[src/text_console_cursor_scroll_top_macros.svh]
// Assertion macros shared by the console engine modules.
`ifndef TEXT_CONSOLE_CURSOR_SCROLL_TOP_MACROS_SVH
`define TEXT_CONSOLE_CURSOR_SCROLL_TOP_MACROS_SVH
`ifndef ASSERT_OFF
`define CTS_ASSERT(lbl, clk, rst, prop, msg) \
  lbl: assert property (@(posedge clk) disable iff (rst) (prop)) else $error(msg);
`define CTS_ASSERT_IMPL(lbl, clk, rst, ante, cons, msg) \
  lbl: assert property (@(posedge clk) disable iff (rst) (ante) |-> (cons)) else $error(msg);
`define CTS_ASSERT_NEXT(lbl, clk, rst, ante, cons, msg) \
  lbl: assert property (@(posedge clk) disable iff (rst) (ante) |=> (cons)) else $error(msg);
`else
`define CTS_ASSERT(lbl, clk, rst, prop, msg)
`define CTS_ASSERT_IMPL(lbl, clk, rst, ante, cons, msg)
`define CTS_ASSERT_NEXT(lbl, clk, rst, ante, cons, msg)
`endif
`endif

[src/cts_pkg.sv]
`timescale 1ns / 1ps
`default_nettype none

package cts_pkg;

  localparam int COLUMNS_DEF = 80;
  localparam int ROWS_DEF    = 25;

  localparam int MODE_W = 1;
  localparam int CHAR_W = 8;
  localparam int RROW_W = 5;
  localparam int RCOL_W = 7;
  localparam int CELL_W = 16;
  localparam int ATTR_W = 8;

  localparam logic [MODE_W-1:0] MODE_PUT  = 1'b0;
  localparam logic [MODE_W-1:0] MODE_READ = 1'b1;

  localparam logic [CHAR_W-1:0] CH_NEWLINE = 8'd10;
  localparam logic [CHAR_W-1:0] CH_RETURN  = 8'd13;
  localparam logic [CHAR_W-1:0] CH_TAB     = 8'd9;
  localparam logic [CHAR_W-1:0] CH_BLANK   = 8'd32;
  localparam int                TAB_STEP   = 8;
  localparam logic [ATTR_W-1:0] RESET_COLOR = 8'h07;

  typedef enum logic [2:0] {
    ST_CLEAR,
    ST_IDLE,
    ST_EXEC,
    ST_COPY_RD,
    ST_COPY_WR,
    ST_FILL,
    ST_FINISH
  } state_t;

  typedef struct packed {
    logic accept;
    logic clear_wr;
    logic exec;
    logic copy_rd;
    logic copy_wr;
    logic fill_wr;
    logic load_out;
  } cmd_t;

  typedef struct packed {
    logic is_read;
    logic need_scroll;
    logic at_last;
    logic copy_last;
    logic out_free;
  } sts_t;

  function automatic logic [CELL_W-1:0] make_cell(input logic [CHAR_W-1:0] ch,
                                                  input logic [ATTR_W-1:0] attr);
    return {attr, ch};
  endfunction

endpackage

`default_nettype wire

[src/cts_ctrl.sv]
`timescale 1ns / 1ps
`default_nettype none
`include "text_console_cursor_scroll_top_macros.svh"

module cts_ctrl (
  input  logic          clk,
  input  logic          rst,
  input  logic          in_valid,
  output logic          in_ready,
  input  cts_pkg::sts_t sts,
  output cts_pkg::cmd_t cmd
);

  cts_pkg::state_t state, state_next;

  always_ff @(posedge clk) begin
    if (rst) begin
      state <= cts_pkg::ST_CLEAR;
    end else begin
      state <= state_next;
    end
  end

  always_comb begin
    state_next = state;
    unique case (state)
      cts_pkg::ST_CLEAR: begin
        if (sts.at_last) state_next = cts_pkg::ST_IDLE;
      end
      cts_pkg::ST_IDLE: begin
        if (in_valid) state_next = cts_pkg::ST_EXEC;
      end
      cts_pkg::ST_EXEC: begin
        if (!sts.is_read && sts.need_scroll) state_next = cts_pkg::ST_COPY_RD;
        else state_next = cts_pkg::ST_FINISH;
      end
      cts_pkg::ST_COPY_RD: begin
        state_next = cts_pkg::ST_COPY_WR;
      end
      cts_pkg::ST_COPY_WR: begin
        if (sts.copy_last) state_next = cts_pkg::ST_FILL;
        else state_next = cts_pkg::ST_COPY_RD;
      end
      cts_pkg::ST_FILL: begin
        if (sts.at_last) state_next = cts_pkg::ST_FINISH;
      end
      cts_pkg::ST_FINISH: begin
        if (sts.out_free) state_next = cts_pkg::ST_IDLE;
      end
      default: state_next = cts_pkg::ST_IDLE;
    endcase
  end

  always_comb begin
    cmd      = '0;
    in_ready = 1'b0;
    unique case (state)
      cts_pkg::ST_CLEAR:   cmd.clear_wr = 1'b1;
      cts_pkg::ST_IDLE: begin
        in_ready   = 1'b1;
        cmd.accept = in_valid;
      end
      cts_pkg::ST_EXEC:    cmd.exec     = 1'b1;
      cts_pkg::ST_COPY_RD: cmd.copy_rd  = 1'b1;
      cts_pkg::ST_COPY_WR: cmd.copy_wr  = 1'b1;
      cts_pkg::ST_FILL:    cmd.fill_wr  = 1'b1;
      cts_pkg::ST_FINISH:  cmd.load_out = sts.out_free;
      default: ;
    endcase
  end

  `CTS_ASSERT_IMPL(a_clear_after_reset, clk, rst, $past(rst), state == cts_pkg::ST_CLEAR, "no clearing pass after reset")
  `CTS_ASSERT_NEXT(a_scroll_entry, clk, rst, state == cts_pkg::ST_EXEC && !sts.is_read && sts.need_scroll, state == cts_pkg::ST_COPY_RD, "scroll not started")
  `CTS_ASSERT_NEXT(a_finish_exit, clk, rst, state == cts_pkg::ST_FINISH && sts.out_free, state == cts_pkg::ST_IDLE, "result loaded but not idle")

endmodule

`default_nettype wire

[config.mk]
export PLATFORM = sky130hd
export DESIGN_NAME = cts_ctrl
export DESIGN_NICKNAME = d
export VERILOG_FILES = /design/src/cts_pkg.sv /design/src/cts_ctrl.sv
export VERILOG_INCLUDE_DIRS = /design/src /design/src/src
export SDC_FILE = /design/constraint.sdc
export NUM_CORES = 1
export LEC_CHECK = 0
export BUFFER_PORTS_ARGS = -buffer_cell sky130_fd_sc_hd__buf_2
export CAP_MARGIN = 0
export CELL_PAD_IN_SITES_DETAIL_PLACEMENT = 0
export CELL_PAD_IN_SITES_GLOBAL_PLACEMENT = 1
export CORE_AREA = 5 5 42 44
export DETAILED_ROUTE_END_ITERATION = 16
export DIE_AREA = 0 0 47 49
export PLACE_DENSITY = 0.65
export SLEW_MARGIN = 40
export SYNTH_ARGS = -nofsm -noshare
export SYNTH_HDL_FRONTEND = slang
export SYNTH_SLANG_ARGS = --single-unit
[constraint.sdc]
create_clock -name clk -period 2.7 [get_ports clk]
set_input_delay 0.405 -clock clk [delete_from_list [all_inputs] [get_ports clk]]
set_output_delay 0.405 -clock clk [all_outputs]
set_load 0.02 [all_outputs]
==> flow_metrics.tcl <==
set metrics [dict create \
    pin_count 16 \
    powerDensity_mw_per_mm2 1246 \
    grt_pass1_vias 317 \
    top_register "state" \
    ctsLongestPathBuffers 2 \
    relSlewSlack_pct 69.28 \
    crit_chain "inv_1 -> nor3_1 -> and2_1 -> buf_2" \
    timing.final.ws_setup_ns 0.8011 \
    max_freq_mhz 526.6 \
    gp_congestion 0.6980 \
    ys_seq_area_share_pct 21.82 \
    hold_slack_ns 0.3693 \
    root_buffer "clkbuf_4" \
    final_area_um2 386.6 \
    start_kind "flip-flop" \
    clock_latency_ns 0.24 \
    synth_area_per_cell_um2 7.440 \
    fp.dieArea_mm2 0.002303 \
    cts_sinks 3 \
    wl_um 734 \
    rows 14 \
    skew_ns 0.001841 \
    htreeDepth 1 \
    finalCritPeriodShare_pct 70.33 \
    clk_pin_slew_ns 0.04 \
    post_synth_num_cell_types 19 \
    layout_common_cells "buf_2, nor3_1, nor2_1" \
    final_hold_viol_count 0 \
    core_mm2 0.001401 \
    p_leak_nw 0.1789 \
    overflow 0 \
    synth_nets 45 \
    hold_buffers 0 \
    ys.warnings.count 0 \
    die_x_um 47 \
    rsz0062_at_grt "false" \
    setup_viol 0 \
    drtPass1Iterations 4 \
    netlist_instances 37 \
    cap_viol_max_count 0 \
    grt_pass1_wl_um 1200 \
    maxSlewViolCount 0 \
    cts_resized 0 \
    hold_path_class "input pin to flip-flop" \
    final_common_cell "buf_2" \
    die_y_um 49 \
    wl_per_cell_um 10.49 \
    dp_hpwl_um 585.4 \
    ir_drop_mv 0.3523 \
    fill_cells 163 \
    cp_max_fo 14 \
    preCtsSetupSlack_ns 1.036 \
    cts_tree "done" \
    path_class "flip-flop to output port" \
    setup_tns_ns 0 \
    syn_area_um2 275.3 \
    status "completed" \
    critPathArrivalTime_ns 1.49 \
    cp.required_ns 2.30 \
    remaining_drc_errors 0 \
    portBuffers 15 \
    synth-seq-cells 3 \
    nets 63 \
    worst_setup_path_end_kind "output port" \
    final_util_pct 27.59 \
    multi_input_area_um2 193.9 \
    grt_util_all_layers_pct 7.303 \
    start_util_pct 19.64 \
    avgViaCountPerCell 4.571 \
    register_area_um2 60.06 \
    drive_gt1_share_pct 40.74 \
    placed_area_um2 360.3 \
    ant_nets 0 \
    top_regs "state (3)" \
    grt_start_max_net_pins 15 \
    numCtsBuffers 3 \
    post_cts.repair.setup_buffers 0 \
    min_period_ns 1.899 \
    syn_to_final_growth_pct 40.45 \
    vias 320 \
    antenna_found_initial 0 \
    cpMaxStageDelayCell "dfxtp_1" \
    tightest_slew_ns 0.4602 \
    cp_slowest_stage_delay_ns 0.59 \
    diodes 0 \
    largest_reg_flops 3 \
    initialDrtViolationCount 9 \
]
==> per-stage QoR <==
step,std cells,power [mW]
2_1_floorplan,37,0.3368
3_3_place_gp,66,0.4095
3_5_place_dp,66,0.4074
4_1_cts,70,0.4902
5_1_grt,70,0.5271
6_report,70,0.4817
==> kinds of logic after synthesis <==
kind of cell | count (synthesis) | synth area share (%)
AO/OA/AOI/OAI | 8 | 29.10
flip-flops | 3 | 21.82
buffers and inverters | 5 | 7.727
AND/OR/NAND/NOR | 20 | 37.73
multiplexers | 1 | 3.637
==> synth_stat cells <==
cell / number / area share, %
nor2_1: 5 / 6.8
nor3_1: 5 / 9.1
dfxtp_1: 3 / 22
inv_1: 3 / 4.1
a21oi_1: 2 / 3.6
buf_2: 2 / 3.6
nand2_1: 2 / 2.7
nand2b_1: 2 / 4.5
nor3b_1: 2 / 5.5
o21ai_0: 2 / 3.6
a2111oi_4: 1 / 10
a32o_1: 1 / 3.6
and2_1: 1 / 2.3
mux2i_1: 1 / 3.6
nor2_2: 1 / 2.3
nor2b_1: 1 / 2.3
o22ai_1: 1 / 2.3
o32ai_2: 1 / 5.9
or2_2: 1 / 2.3
==> path summary, 6_finish.rpt <==
kind,start,end,slack [ns],cells after the start
worst max-delay path,state[0],cmd[6],0.80,4
worst min-delay path,rst,state[2],0.37,2
worst max register to register,state[0],state[1],1.13,4
worst min register to register,state[0],state[0],0.66,2
==> power breakdown <==
group          switching [mW]  internal, mW
Combinational           0.156         0.118
Sequential             0.0618        0.0666
Clock                  0.0239        0.0554
==> per-layer routing <==
layer,track usage [%],wire [µm],share of wire [%],vias to the layer above
li1,-,-,-,164
met2,10.63,346,47,15
met5,0,0,0,-
met3,3.321,69,9.4,2
met1,7.843,306,42,139
met4,5.530,11,1.5,0
==> final cells by class <==
type,count,share of cell area [%]
clock buffer,4,6.796
inverter,3,2.913
multi-input combinational,29,50.16
sequential,3,15.53
tap,16,5.178
timing repair buffer,15,19.42
==> worst max-delay path: cells and delay by family, from the launching register on <==
family / cells / cell delay (ns)
flip-flops: 1 / 0.59
buffers and inverters: 2 / 0.32
AND/OR/NAND/NOR: 2 / 0.35
No activity file was read; power rests on OpenSTA's default activity.
